**src/rtl/bf_pkg.sv**
```systemverilog
// ----------------------------------------------------------------------------
// bf_pkg
// Shared types, constants and helpers for the bloom filter with FNV hashing.
// ----------------------------------------------------------------------------
package bf_pkg;

	localparam int unsigned BITS_MAX   = 1048576;
	localparam int unsigned HASHES_MAX = 16;

	localparam int unsigned NB_W   = 21;
	localparam int unsigned NH_W   = $clog2(HASHES_MAX) + 1;
	localparam int unsigned POS_W  = $clog2(BITS_MAX);
	localparam int unsigned M_W    = POS_W + 1;
	localparam int unsigned HASH_W = 64;

	localparam int unsigned ROW_W    = 64;
	localparam int unsigned ROW_BITS = $clog2(ROW_W);
	localparam int unsigned ROWS     = BITS_MAX / ROW_W;
	localparam int unsigned ROW_AW   = POS_W - ROW_BITS;

	localparam int unsigned MOD_STEP  = 4;
	localparam int unsigned MOD_CYC   = HASH_W / MOD_STEP;
	localparam int unsigned MOD_CNT_W = $clog2(MOD_CYC);

	localparam int unsigned Q_DEPTH = 2;
	localparam int unsigned Q_AW    = $clog2(Q_DEPTH);

	localparam int unsigned CFG_AW = 4;
	localparam logic [CFG_AW-1:0] CFG_NUM_BITS   = CFG_AW'(0);
	localparam logic [CFG_AW-1:0] CFG_NUM_HASHES = CFG_AW'(1);

	localparam logic [NB_W-1:0] RST_NUM_BITS   = NB_W'(1048576);
	localparam logic [NH_W-1:0] RST_NUM_HASHES = NH_W'(7);

	localparam logic OP_INSERT = 1'b0;
	localparam logic OP_CHECK  = 1'b1;

	localparam logic [HASH_W-1:0] FNV_BASIS = 64'hCBF29CE484222325;

	typedef struct packed {
		logic              op;
		logic [HASH_W-1:0] h1;
		logic [HASH_W-1:0] h2;
	} bf_word_t;

	typedef struct packed {
		logic full;
		logic empty;
	} bf_q_status_t;

	typedef struct packed {
		logic           clearing;
		logic           access;
		logic [M_W-1:0] pos;
		logic [M_W-1:0] modulus;
	} bf_back_status_t;

	typedef enum logic [2:0] {
		B_CLEAR,
		B_IDLE,
		B_MOD,
		B_SETUP,
		B_RD,
		B_WR,
		B_DONE
	} bf_back_state_t;

	// multiply by the 64-bit FNV prime, 2^40 + 0x1b3
	function automatic logic [HASH_W-1:0] fnv_mul(input logic [HASH_W-1:0] x);
		fnv_mul = (x << 40) + (x << 8) + (x << 7) + (x << 5) + (x << 4) + (x << 1) + x;
	endfunction

	function automatic logic [HASH_W-1:0] sext8(input logic [7:0] c);
		sext8 = {{(HASH_W-8){c[7]}}, c};
	endfunction

	function automatic logic [M_W-1:0] eff_bits(input logic [NB_W-1:0] nb);
		logic [M_W-1:0] m;
		if (nb == '0) begin
			m = M_W'(1);
		end else if (nb > NB_W'(BITS_MAX)) begin
			m = M_W'(BITS_MAX);
		end else begin
			m = M_W'(nb);
		end
		eff_bits = m;
	endfunction

	function automatic logic [NH_W-1:0] eff_hashes(input logic [NH_W-1:0] nh);
		eff_hashes = (nh > NH_W'(HASHES_MAX)) ? NH_W'(HASHES_MAX) : nh;
	endfunction

endpackage

```
**src/rtl/bf_front.sv**
```systemverilog
// ----------------------------------------------------------------------------
// bf_front
// Character intake: running FNV-1 and FNV-1a hashes, word hand-off to queue.
// ----------------------------------------------------------------------------
module bf_front (
	input  logic                 clk,
	input  logic                 arst_n,
	input  logic                 en,
	input  logic                 s_tvalid,
	output logic                 s_tready,
	input  logic [7:0]           s_tdata,  // char_code
	input  logic [1:0]           s_tuser,  // operation, has_char
	input  logic                 s_tlast,
	input  bf_pkg::bf_q_status_t q_st,
	output logic                 push,
	output bf_pkg::bf_word_t     push_word
);
	import bf_pkg::*;

	logic [HASH_W-1:0] h1_q, h2_q;
	logic [HASH_W-1:0] h1_nx, h2_nx, ext;
	logic              accept;

	assign s_tready = en && !q_st.full;
	assign accept   = s_tvalid && s_tready;
	assign ext      = sext8(s_tdata);

	always_comb begin
		if (s_tuser[1]) begin
			h1_nx = fnv_mul(h1_q) ^ ext;
			h2_nx = fnv_mul(h2_q ^ ext);
		end else begin
			h1_nx = h1_q;
			h2_nx = h2_q;
		end
	end

	assign push         = accept && s_tlast;
	assign push_word.op = s_tuser[0];
	assign push_word.h1 = h1_nx;
	assign push_word.h2 = h2_nx;

	always_ff @(posedge clk or negedge arst_n) begin
		if (!arst_n) begin
			h1_q <= FNV_BASIS;
			h2_q <= FNV_BASIS;
		end else if (accept) begin
			if (s_tlast) begin
				h1_q <= FNV_BASIS;
				h2_q <= FNV_BASIS;
			end else begin
				h1_q <= h1_nx;
				h2_q <= h2_nx;
			end
		end
	end

endmodule

```
**config.mk**
```make
export PLATFORM = sky130hd
export DESIGN_NAME = bf_front
export DESIGN_NICKNAME = d
export VERILOG_FILES = /design/src/rtl/bf_pkg.sv /design/src/rtl/bf_front.sv
export SDC_FILE = /design/constraint.sdc
export NUM_CORES = 2
export LEC_CHECK = 0
export BUFFER_PORTS_ARGS = -buffer_cell sky130_fd_sc_hd__clkbuf_2
export CORE_MARGIN = 3
export CORE_UTILIZATION = 25
export CTS_CLUSTER_SIZE = 24
export DETAILED_ROUTE_END_ITERATION = 8
export PLACE_DENSITY = 0.42
export RECOVER_POWER = 50
export SLEW_MARGIN = 15
export SYNTH_ARGS = -nofsm -noshare
export SYNTH_HDL_FRONTEND = slang
export SYNTH_SLANG_ARGS = --single-unit
```
**constraint.sdc**
```tcl
create_clock -name clk -period 11 [get_ports clk]
set_input_delay 1.65 -clock clk [delete_from_list [all_inputs] [get_ports clk]]
set_output_delay 1.65 -clock clk [all_outputs]
set_load 0.01 [all_outputs]
```
[After elaboration in Yosys (flattened, before gate mapping)]
Cells that the tools add are included.
Widths: inputs -> output; s select.
Word-level totals
  flip-flop bits (word level): 128
  bits of input ports: 17
  output and inout bits: 131
  logic and storage cells: 24
Cells by class
  $add $sub $neg: 12
  multiplexer cells: 4
  bitwise gates (word level): 2
  reductions and logical operators: 4
Operators with widths (count)
  $add 64x64->64: 12
  $mux 64: 4
  $xor 64x64->64: 2
  $logic_and 1x1->1: 3
  $logic_not 1->1: 1

[Logic depth before layout (Yosys ltp)]
  depth after elaboration: 9
  depth in mapped cells: 24
  depth with buffers taken out: 21

[Worst setup path before layout]
No wires, ideal clock.
  kind: in2out
  start point: input s_tdata[7]
  end point: output push_word[62] (netlist bit)
  arrival time: 7.919 ns
  required time: 9.350 ns
  path slack: 1.431 ns
  stages on the path: 23
  path buffers: 5
  path through: clkbuf_1 > buf_1 > clkbuf_1 > buf_2 > xor2_1 > ha_1 > fa_1 > inv_1 > fa_1 > inv_1 > fa_1 > ha_1 > clkbuf_1 > a21o_1 > a21o_1 > a21oi_1 > o21ai_0 > a21o_1 > or3b_2 > o221ai_1 > o221ai_1 > xor2_1 > mux2_2
RTL lines
  from (decl): line bf_front.sv:11  | input logic [7:0] s_tdata,
  to (decl): line bf_front.sv:16  | output bf_pkg::bf_word_t push_word

==> run metrics <==
first-pass GRT wire length 150 mm; initial DRC count 1195; clk sinks 128; Fmax 100 MHz; Post-Synthesis Cells 3232; Layout Nets 4035; Clock Tree Root clkbuf_16; TritonCTS clock tree built; ranking of synthesized cells by area fa_1, ha_1, inv_1, xor2_1, dfrtp_1; TritonCTS buffer count 17; CP endpoint kind output port; wire length per cell 20.4 um; area delta synth->final 11.1%; fin cells 4837; main flop type after synthesis dfrtp_1; most common cell in the netlist inv_1; Post-CTS Setup Inserts 0; max cap viols 9; violated checks capacitance limit, slew limit; worst slew pin tran 3.85 ns; initial core utilization 0.253; Fill cells 12200; gpl congestion 0.898; die area 119000 um^2; CTS max path bufs 2; critical path type in2out; largest net degree at the start of global routing 94; DP HPWL 81.0 mm; Core Box Area 113000 um^2; final number of hold-violating endpoints 0; detailed-route via count 22100; Final Max Slew Viols 377; Setup Skew 0.0266 ns; total gr overflow 0; DRT antenna net count 0; Hold Crit Class reg2reg; Post-CTS Hold Buffers 0; Worst Path Max Fanout 33; Vias/cell 4.57; WP data arrival 8.30 ns; Clock Pin Slew Worst Setup and Hold Paths 0.06 ns; Yosys top cell by area fa_1; top-area cell type share of the netlist area 0.273; Commonest cells post-synth inv_1, fa_1, ha_1; share of the yosys chip area belonging to registers 0.114; I/O pins 148; setup tns final 0 ns; first-pass iteration count of the detailed router 7; die height 344 um; flops & latches, synth 128; H-tree levels 4; Die X-Extent 344 um; Slew HR -1.56; RSZ-0062 raised after global routing false; Placed Cells 4804; Final Cycle Share 0.905; Post-synth EDFFs 0; Syn Area/Cell 8.86 um^2; final setup violation count 0; Tot GR Track Use 0.170; synth unique cells 78; Residual DRC 0; site row count 123; min Tclk post-route 9.95 ns; number of global-route vias before repair 22800; I/O Buffers 144; crit path launch type primary input; drt total wl 98.6 mm; syn_nets 3944; Async S/R FF share, synth 1.00; synthesized cell area 28600 um^2; Clk Latency, worst-skew pair 0.51 ns; Ys Warns 0; status finished with violations; layout cell share with drive strength beyond 1 0.106; antenna violations before repair 1; final core occ 0.281; CP required 9.35 ns; post_cts resized 0
worst paths after layout:
| kind | start | to | slack (ns) | depth (start not counted) |
|---|---|---|---|---|
| worst min register to register | h2_q[4] | h2_q[4] | 0.51 | 2 |
| max in group asynchronous | arst_n | h2_q[7] | 5.06 | 2 |
| worst max-delay path | s_tdata[7] | push_word[63] | 1.05 | 25 |
| min in group asynchronous | arst_n | h2_q[51] | 1.85 | 1 |
| worst max register to register | h2_q[6] | h2_q[61] | 4.23 | 20 |
| worst min-delay path | h2_q[4] | h2_q[4] | 0.51 | 2 |
layout by cell type (no fill, tap or decap), drive strengths merged, types with 16 or more instances in the layout:
cell type  count
dfrtp         72
inv          713
a22o          33
mux2          56
buf           61
xor2         213
nand2        131
a31oi         20
o21ai         87
nor3          26
fa           391
and3          19
ha           304
xnor2        172
dfstp         56
nor2         132
clkbuf       174
nand3         37
a21oi        272
a22oi         16
a21o          89
o22a          25
area by class of cell:
class	count	area (um^2)	share of cell area
clock inverter	9	130	0.00409
inverter	713	2680	0.0842
timing repair buffer	212	1190	0.0375
antenna	1	2.50	0.0000787
clock buffer	23	488	0.0153
tap	1500	1880	0.0590
multi-input combinational	2251	22200	0.697
sequential	128	3270	0.103
cell families (layout without fill, tap and decap cells):
| kind of cell | after synthesis | after routing | share of synthesized area |
|---|---|---|---|
| buffers and inverters | 853 | 957 | 0.112 |
| AND/OR/NAND/NOR | 423 | 423 | 0.0686 |
| XOR/XNOR | 385 | 385 | 0.118 |
| multiplexers | 57 | 57 | 0.0224 |
| flip-flops | 128 | 128 | 0.114 |
| AO/OA/AOI/OAI | 677 | 677 | 0.153 |
| adder cells (fa/ha/maj) | 709 | 709 | 0.411 |
| other | 0 | 1 | 0 |
through the flow:
step	hold WS (ns)	instance area, um^2	setup WS [ns]
detailed placement	0.501	31300	1.13
floorplan	0.476	28600	1.43
finish	0.510	31800	1.05
CTS	0.515	31900	1.09
global placement	0.492	31300	1.06
global route	0.544	31800	0.653
per-layer routing:
| metal | global-route usage | vias to the layer above | part of all wire |
|---|---|---|---|
| met5 | 0 | - | 0 |
| met3 | 0.0254 | 71 | 0.044 |
| met1 | 0.249 | 11000 | 0.50 |
| met4 | 0.0489 | 0 | 0.025 |
| li1 | - | 10600 | - |
| met2 | 0.257 | 405 | 0.43 |
state kept, by name (all words and copies together), names as in the netlist:
signal / flops
h2_q: 64
h1_q: 64
worst max-delay path, cell delays in order:
cell       delay, ns
buf_6           0.40
buf_4           0.35
xor2_1          0.58
xor2_1          0.16
ha_1            0.22
a21o_1          0.19
fa_1            0.51
inv_1           0.05
fa_1            0.47
inv_1           0.05
fa_1            0.48
ha_1            0.44
and3_1          0.25
nand3_1         0.09
o221ai_1        0.22
o22a_1          0.25
a2111oi_0       0.09
buf_4           0.21
o31ai_1         0.38
nand2_1         0.10
a32oi_1         0.39
xor2_1          0.19
a21oi_1         0.08
buf_4           0.30
clkbuf_2        0.14
Power is not shown: default switching activity piles up to over one toggle a cycle in this logic, so the estimate is an artifact.
