`config.mk`:
```
export PLATFORM = sky130hd
export DESIGN_NAME = bf_fifo
export DESIGN_NICKNAME = d
export VERILOG_FILES = /design/src/rtl/bf_pkg.sv /design/src/rtl/bf_fifo.sv
export SDC_FILE = /design/constraint.sdc
export NUM_CORES = 1
export LEC_CHECK = 0
export BUFFER_PORTS_ARGS = -buffer_cell sky130_fd_sc_hd__buf_4
export CORE_MARGIN = 3
export CORE_UTILIZATION = 39
export DETAILED_ROUTE_END_ITERATION = 10
export GPL_TIMING_DRIVEN = 1
export REMOVE_ABC_BUFFERS = 1
export SYNTH_ARGS = -nofsm -noshare
export SYNTH_HDL_FRONTEND = slang
export SYNTH_SLANG_ARGS = --single-unit
```
`constraint.sdc`:
```
create_clock -name clk -period 13.85 [get_ports clk]
set_input_delay 2.0775 -clock clk [delete_from_list [all_inputs] [get_ports clk]]
set_output_delay 2.0775 -clock clk [all_outputs]
set_load 0.05 [all_outputs]
```
`src/rtl/bf_pkg.sv`:
```
// ----------------------------------------------------------------------------
// bf_pkg
// Shared types, constants and helpers for the bloom filter with FNV hashing.
// ----------------------------------------------------------------------------
package bf_pkg;

	localparam int unsigned BITS_MAX   = 1048576;
	localparam int unsigned HASHES_MAX = 16;

	localparam int unsigned NB_W   = 21;
	localparam int unsigned NH_W   = $clog2(HASHES_MAX) + 1;
	localparam int unsigned POS_W  = $clog2(BITS_MAX);
	localparam int unsigned M_W    = POS_W + 1;
	localparam int unsigned HASH_W = 64;

	localparam int unsigned ROW_W    = 64;
	localparam int unsigned ROW_BITS = $clog2(ROW_W);
	localparam int unsigned ROWS     = BITS_MAX / ROW_W;
	localparam int unsigned ROW_AW   = POS_W - ROW_BITS;

	localparam int unsigned MOD_STEP  = 4;
	localparam int unsigned MOD_CYC   = HASH_W / MOD_STEP;
	localparam int unsigned MOD_CNT_W = $clog2(MOD_CYC);

	localparam int unsigned Q_DEPTH = 2;
	localparam int unsigned Q_AW    = $clog2(Q_DEPTH);

	localparam int unsigned CFG_AW = 4;
	localparam logic [CFG_AW-1:0] CFG_NUM_BITS   = CFG_AW'(0);
	localparam logic [CFG_AW-1:0] CFG_NUM_HASHES = CFG_AW'(1);

	localparam logic [NB_W-1:0] RST_NUM_BITS   = NB_W'(1048576);
	localparam logic [NH_W-1:0] RST_NUM_HASHES = NH_W'(7);

	localparam logic OP_INSERT = 1'b0;
	localparam logic OP_CHECK  = 1'b1;

	localparam logic [HASH_W-1:0] FNV_BASIS = 64'hCBF29CE484222325;

	typedef struct packed {
		logic              op;
		logic [HASH_W-1:0] h1;
		logic [HASH_W-1:0] h2;
	} bf_word_t;

	typedef struct packed {
		logic full;
		logic empty;
	} bf_q_status_t;

	typedef struct packed {
		logic           clearing;
		logic           access;
		logic [M_W-1:0] pos;
		logic [M_W-1:0] modulus;
	} bf_back_status_t;

	typedef enum logic [2:0] {
		B_CLEAR,
		B_IDLE,
		B_MOD,
		B_SETUP,
		B_RD,
		B_WR,
		B_DONE
	} bf_back_state_t;

	// multiply by the 64-bit FNV prime, 2^40 + 0x1b3
	function automatic logic [HASH_W-1:0] fnv_mul(input logic [HASH_W-1:0] x);
		fnv_mul = (x << 40) + (x << 8) + (x << 7) + (x << 5) + (x << 4) + (x << 1) + x;
	endfunction

	function automatic logic [HASH_W-1:0] sext8(input logic [7:0] c);
		sext8 = {{(HASH_W-8){c[7]}}, c};
	endfunction

	function automatic logic [M_W-1:0] eff_bits(input logic [NB_W-1:0] nb);
		logic [M_W-1:0] m;
		if (nb == '0) begin
			m = M_W'(1);
		end else if (nb > NB_W'(BITS_MAX)) begin
			m = M_W'(BITS_MAX);
		end else begin
			m = M_W'(nb);
		end
		eff_bits = m;
	endfunction

	function automatic logic [NH_W-1:0] eff_hashes(input logic [NH_W-1:0] nh);
		eff_hashes = (nh > NH_W'(HASHES_MAX)) ? NH_W'(HASHES_MAX) : nh;
	endfunction

endpackage

```
`src/rtl/bf_fifo.sv`:
```
// ----------------------------------------------------------------------------
// bf_fifo
// Short word queue between the hashing front and the filter back end.
// ----------------------------------------------------------------------------
module bf_fifo (
	input  logic                 clk,
	input  logic                 arst_n,
	input  logic                 push,
	input  bf_pkg::bf_word_t     push_data,
	input  logic                 pop,
	output bf_pkg::bf_word_t     pop_data,
	output bf_pkg::bf_q_status_t st
);
	import bf_pkg::*;

	bf_word_t        entry_q [Q_DEPTH];
	logic [Q_AW-1:0] wp_q, rp_q;
	logic [Q_AW:0]   cnt_q;

	assign st.full  = (cnt_q == (Q_AW+1)'(Q_DEPTH));
	assign st.empty = (cnt_q == '0);
	assign pop_data = entry_q[rp_q];

	always_ff @(posedge clk) begin
		if (push) begin
			entry_q[wp_q] <= push_data;
		end
	end

	always_ff @(posedge clk or negedge arst_n) begin
		if (!arst_n) begin
			wp_q  <= '0;
			rp_q  <= '0;
			cnt_q <= '0;
		end else begin
			if (push) begin
				wp_q <= wp_q + 1'b1;
			end
			if (pop) begin
				rp_q <= rp_q + 1'b1;
			end
			if (push && !pop) begin
				cnt_q <= cnt_q + 1'b1;
			end else if (pop && !push) begin
				cnt_q <= cnt_q - 1'b1;
			end
		end
	end

endmodule

```
# --- Word-level counts from Yosys, hierarchy flattened ---
# Memory sizes are Yosys's and may differ from the RTL's.
# Index checks and enable logic that the tools add are counted.
# W data, S select, Z words.
word_totals:
  ff_bits: 4
  mem_bits_rw: 258
  wordCells: 19
  mem_count: 1
  output_inout_bits: 131
memory_table:
  columns: ["memory", "words", "width", "rd", "rd_clocked_by_memory_dff", "wr", "line_no", "source"]
  rows:
  - ["entry_q", 2, 129, 1, 0, 1, "bf_fifo.sv:16", "bf_word_t entry_q [Q_DEPTH];"]
classes:
  muxes: 4
  reduce_logical: 6
  n_addsub: 4
  eq_ne: 1
op_table:
  columns: ["op", "count"]
  rows:
  - ["$mux W2", 2]
  - ["$add A1 B1 Y1 const B", 2]
  - ["$add A2 B1 Y2 const B", 1]
  - ["$eq A2 B2 Y1 const B", 1]
  - ["$logic_and A1 B1 Y1", 2]
  - ["$logic_not A1 Y1", 2]
  - ["$logic_not A2 Y1", 1]
  - ["$mux W1", 2]
  - ["$reduce_bool A2 Y1", 1]
  - ["$sub A2 B1 Y2 const B", 1]

# --- Longest topological paths before layout ---
# Gate-level depths: netlist of the first run.
depth:
  word_depth: 4
  mapped_depth: 5

# --- Worst setup path after synthesis of the first run ---
# Ideal clock, no wire load.
synth_path:
  path_kind: "in2reg"
  startpoint: "input port push"
  endpoint: "memory entry_q[0][0] (netlist bit) (enable)"
  setup_time_ps: 634
  path_stages: 1
  n_path_buf: 0
  t_required_ps: 13216
  setup_slack_ps: 5547
  arrival_ps: 7668
  cell_sequence: "nor2b_1"
synth_via:
  elab_chain_len: 2
synth_lines:
  columns: ["element", "line_no", "source"]
  rows:
  - ["start, declared", "bf_fifo.sv:8", "input logic push,"]
  - ["$mux W1", "bf_fifo.sv:25", "if (push) begin"]
  - ["$mux W1 (implied by the code)", "bf_fifo.sv:26", "entry_q[wp_q] <= push_data;"]
  - ["end, declared", "bf_fifo.sv:16", null]
# Every way passes these cells.

==> results of run 1 <==
[state kept, by name (all words and copies together), names as in the netlist]
register / cells
cnt_q: 2
wp_q: 1
entry_q: 258
rp_q: 1
[worst paths after layout]
kind / slack (ns) / end / depth (start not counted) / start
worst max-delay path: 8.72 / pop_data[35] / 3 / rp_q
worst min-delay path: 0.51 / cnt_q[1] / 1 / cnt_q[1]
worst max register to register: 11.36 / entry_q[1][105] / 2 / wp_q
worst min register to register: 0.51 / cnt_q[1] / 1 / cnt_q[1]
max in group asynchronous: 12.40 / rp_q / 1 / arst_n
min in group asynchronous: 1.34 / rp_q / 1 / arst_n
[cell families after synthesis]
group         share of synthesized area, %
flops                                 82.4
mux                                   15.3
buf+inv                               1.46
xor+xnor                             0.460
simple gates                         0.276
fa+ha+maj                            0.131
[cell usage after synthesis (all sizes together)]
library cell	n	area, um2
nor2b	2	12.5
buf	14	135
edfxtp	258	7750
mux2	129	1450
and2	1	6.26
dfrtp	4	100
xor2	4	35.0
xnor2	1	8.76
inv	1	3.75
ha	1	12.5
nor2	2	7.51
[worst reg2reg max path: cells and delay by family (launching register included)]
kind | cells | cell delay [ns]
AND/OR/NAND/NOR | 1 | 0.79
flip-flops | 1 | 0.42
buffers and inverters | 1 | 0.81
[per-layer routing]
metal	wire, um	share of wire (%)	vias up	track usage (%)
met3	1700	9.1	42	5.02
met4	491	2.6	4	4.42
li1	-	-	2227	-
met1	7500	40	2361	17.2
met5	24	0.13	-	0
met2	9040	48	181	22.5
[per-stage QoR]
stage	setup slack [ns]	hold WS (ns)	util, %
after global placement	9.29	0.474	49.7
after detailed placement	9.24	0.493	49.7
after floorplan	5.55	0.455	-
final	8.72	0.506	53.3
after CTS	8.67	0.505	53.3
after global routing	8.56	0.526	53.3
[cell type report]
type,instances,share of cell area (%)
multi-input combinational,140,12.2
timing repair buffer,267,15.8
sequential,262,62.0
tap,319,3.15
clock inverter,16,0.771
inverter,1,0.0297
clock buffer,36,5.94
[where the power goes]
group,switching [mW],internal [mW]
Sequential,0.0667,1.05
Clock,0.282,0.399
Combinational,0.837,0.406
Total,1.19,1.86
==> parameters.txt, run 1 <==
Parameter                              Value

Outcome
  Result of the run    complete, no violations

CTS
  Reg clk slew, reported paths    0.06 ns
  Number of buffers on the longest clock path    3
  Number of buffers created by CTS    28
  Sink count of the clock tree    262
  # resized after CTS    0
  Clk_lat worst skew    0.52 ns
  Root cell of the clock tree    clkbuf_16
  Number of H-tree levels    1
  TritonCTS clock tree    done
  Total setup buffers inserted after CTS    0
  Post-CTS Hold Buffers    0

Setup path
  Worst path top cell family by delay    buffers and inverters
  Cell repeated most along the worst path    buf_4
  CP max FO    71
  Crit end category    primary output
  Slowest library cell on the worst path    dfrtp_4
  Type of origin of the critical path    flop
  Crit-path cells    buf_4 > mux2_2 > buf_4
  WS Path Type    flop to primary output
  Critical path data arrival time    3.05 ns
  Critical path's largest stage delay    0.94 ns
  Required time reported for the critical path endpoint    11.77 ns
  CP bufs+invs    2

Routing
  Violation count after the first detailed-routing iteration    249
  First-pass DRT Iterations    4
  Via count    4815
  DRC violation count after routing    0
  Residual antenna-violating net count after detailed routing    0
  Average wire per cell in the routed design    18.0 um
  Via/cell ratio    4.63
  Total Wirelength    18800 um

Logic synthesis
  Sequential area share after synthesis    82.4%
  Synthesized instance count    417
  Syn Area/Cell    22.8 um2
  Number of distinct library cells after synthesis    13
  Post-synthesis cell area    9520 um2
  Number of synthesis warnings    0
  Flip-flop and latch count after synthesis    262

Final layout
  Share of layout cells above drive strength 1    60.4%
  Most used cells in the layout excluding fill and tap cells    267 x buf_4, 258 x edfxtp_1, 129 x mux2_2
  Antenna cells    0
  Area of all placed cells without fillers    12700 um2
  Final-layout fill cell count    1917
  Synthesis-to-finish area growth    32.9%
  Final std cells w/o fill    1041
  Net total in the final layout    834
  Sequential cell area    7850 um2
  Leading cell type in the layout, fill and taps excluded    buf_4
  Combined area of the multi-input logic cells    1550 um2

Power
  Total leakage power    4.72 nW
  Total Power Consumption    3.05 mW
  Power density relative to cell area    241 nW/um2
  Max rail drop VDD    0.138 mV

Timing
  Time the final worst path needs with I/O delays and setup    5.13 ns
  Period utilisation layout    37.1%
  Maximum clock frequency    0.195 GHz
  Worst clock skew    0.0136 ns
  Setup-failing EPs final    0
  Relative max-transition margin    35.8%
  Setup_tns    0 ns
  Least-Margin Pin Slew    0.962 ns
  Unrepaired setup endpoints after global routing    no
  Final Hold Violating Endpoints    0
  Number of max-slew violations in the final report    0

Place
  Count of buffers from port buffering    263
  Standard cell area after detailed placement    11800 um2
  Last weighted congestion value of the routability-driven placer    0.711
  Total instance count after detailed placement    989
  Detailed placer's ending HPWL    12400 um

Floorplanning
  Row cnt    56
  Floorplan core area    23800 um2
  Initial standard-cell utilization of the core    40.1%
  Top Ports    264
  Die outline width    162 um
  Die ar.    26300 um2
  Die H    162 um

Global route
  Initial antenna violation count    2
  Number of global-route vias before repair    5308
  GR Util All Layers    13.8%
  Residual overflow from global routing    0
  First-pass GRT wire length    28800 um
  Maximum number of pins on one net before global-route repair    72

Min path
  Worst hold path type    flop to flop

Job
  Count of maximum capacitance violations    0
(Power assumes the default switching activity.)
==> inputs of run 2 (changes only) <==
==> constraint.sdc (replaced) <==
create_clock -name clk -period 4.5 [get_ports clk]
set_input_delay 0.675 -clock clk [delete_from_list [all_inputs] [get_ports clk]]
set_output_delay 0.675 -clock clk [all_outputs]
set_load 0.05 [all_outputs]
==> run 2 against run 1 <==
Final area up 0.26%. Critical path depth is the same. Non-clock buffer count grew 2. Clock-buffer cell count fell by 6. Largest power group unchanged. Flip-flop and latch count stayed put. Utilization is 0.14 points higher. Critical path type unchanged. Via count is 0.33% higher. Global-route usage down 0.10 points. Die area did not move. Total power increased to 3.1 times the previous value.
==> parameters.txt, run 2 (same netlist as run 1, synthesis figures left out) <==
Parameter                              Value

Timing
  Final Hold Violating Endpoints    0
  Number of max-slew violations in the final report    0
  Least-Margin Pin Slew    1.12 ns
  Maximum clock frequency    0.337 GHz
  Unrepaired setup endpoints after global routing    no
  Worst clock skew    0.0127 ns
  Setup-failing EPs final    0
  Time the final worst path needs with I/O delays and setup    2.97 ns
  Period utilisation layout    65.9%
  Relative max-transition margin    25.4%

Setup path
  Required time reported for the critical path endpoint    3.83 ns
  Timing startpoint of the critical path    rp_q
  Flop2flop setup slack    2.58 ns
  Crit end category    primary output
  WS Path Type    flop to primary output
  R2R Path Start    wp_q
  Type of origin of the critical path    flop
  CP max FO    47
  Critical path data arrival time    2.29 ns
  Cell count of the worst reg-to-reg path    2
  Destination of the worst register-to-register timing path    entry_q[1][94]

Routing
  Via/cell ratio    4.65
  First-pass DRT Iterations    4
  DRC violation count after routing    0
  Average wire per cell in the routed design    18.4 um
  Total Wirelength    19100 um
  Via count    4831
  Violation count after the first detailed-routing iteration    258
  Residual antenna-violating net count after detailed routing    0

Min path
  Start point of the worst hold path    pop
  Number of cells traversed by the worst hold path    2
  Worst hold path type    input pin to flop
  Terminating pin of the worst hold path    rp_q

Final layout
  Biggest regs    entry_q: 258 flops, cnt_q: 2 flops
  Net total in the final layout    835
  Final-layout fill cell count    1931
  Leading cell type in the layout, fill and taps excluded    buf_4
  Synthesis-to-finish area growth    33.2%
  Antenna cells    0
  Most used cells in the layout excluding fill and tap cells    266 x buf_4, 258 x edfxtp_1, 129 x mux2_2
  Number of flip-flops under the largest register name    258
  Final std cells w/o fill    1039
  Register ranked first by flip-flop count    entry_q
  Share of layout cells above drive strength 1    60.1%

CTS
  Number of buffers created by CTS    27
  Clk_lat worst skew    0.51 ns
  Number of H-tree levels    1
  Number of buffers on the longest clock path    3
  Sink count of the clock tree    262
  Root cell of the clock tree    clkbuf_16
  TritonCTS clock tree    done
  Reg clk slew, reported paths    0.06 ns

Power
  Power density relative to cell area    742 nW/um2
  Total leakage power    4.73 nW
  Total Power Consumption    9.41 mW
  Max rail drop VDD    0.415 mV

Global route
  Initial antenna violation count    2
  Number of global-route vias before repair    5271
  First-pass GRT wire length    28500 um
  Residual overflow from global routing    0
  GR Util All Layers    13.7%
  Maximum number of pins on one net before global-route repair    81

Floorplanning
  Die outline width    162 um
  Die ar.    26300 um2
  Top Ports    264
  Row cnt    56
  Initial standard-cell utilization of the core    40.1%
  Die H    162 um
  Floorplan core area    23800 um2

Place
  Last weighted congestion value of the routability-driven placer    0.710
  Total instance count after detailed placement    990
  Detailed placer's ending HPWL    12600 um
  Count of buffers from port buffering    263

Outcome
  Result of the run    complete, no violations

Job
  Count of maximum capacitance violations    0
[run 2: critical path: stages (launching register included)]
cell     delay [ns]
dfrtp_4        0.55
buf_4          0.56
mux2_2         0.43
buf_4          0.20
[run 2: final cells by class]
class | count | area, um2 | area share (%)
Clock buffer | 30 | 687 | 5.41
Clock inverter | 18 | 153 | 1.20
Inverter | 1 | 3.75 | 0.0296
Multi-Input combinational cell | 140 | 1550 | 12.2
Sequential cell | 262 | 7850 | 61.9
Tap cell | 319 | 399 | 3.15
Timing Repair Buffer | 269 | 2050 | 16.1
[run 2: how the worst max path moves through the flow]
stage,end,depth (start not counted),slack [ns]
floorplan,entry_q[0][0],1,-2.40
global placement,pop_data[54],3,2.11
detailed placement,pop_data[54],3,2.07
CTS,pop_data[85],3,1.51
global route,pop_data[122],3,1.44
finish,pop_data[119],3,1.53
[run 2: metrics by stage]
stage	util (%)	cell area, um2	TNS, ns	hold slack (ns)	worst slack (ns)
after floorplan	-	9390	-309.61	0.379	-2.40
after global placement	49.8	11800	0	0.472	2.11
after detailed placement	49.8	11800	0	0.475	2.07
after CTS	53.4	12700	0	0.319	1.51
after global routing	53.4	12700	0	0.315	1.44
final	53.4	12700	0	0.336	1.53
[run 2: what timing repair did]
item	CTS	global route
gates resized for setup	0	0
hold buffers	1	0
endpoints found under the hold margin	4	0
setup buffers	0	0
[run 2: layer usage]
metal / global-route usage (%) / vias to the layer above / wire length, um
met2: 23.0 / 184 / 9390
met4: 4.69 / 4 / 620
li1: - / 2226 / -
met1: 16.7 / 2368 / 7550
met5: 0 / - / 27
met3: 4.49 / 49 / 1510
[run 2: where the power goes]
group	leakage [nW]	internal (mW)	total (mW)	switching, mW
sequential	2.47	3.24	3.37	0.129
clock	0.405	1.26	2.11	0.850
combinational	1.86	1.27	3.93	2.66
total	4.73	5.77	9.41	3.64
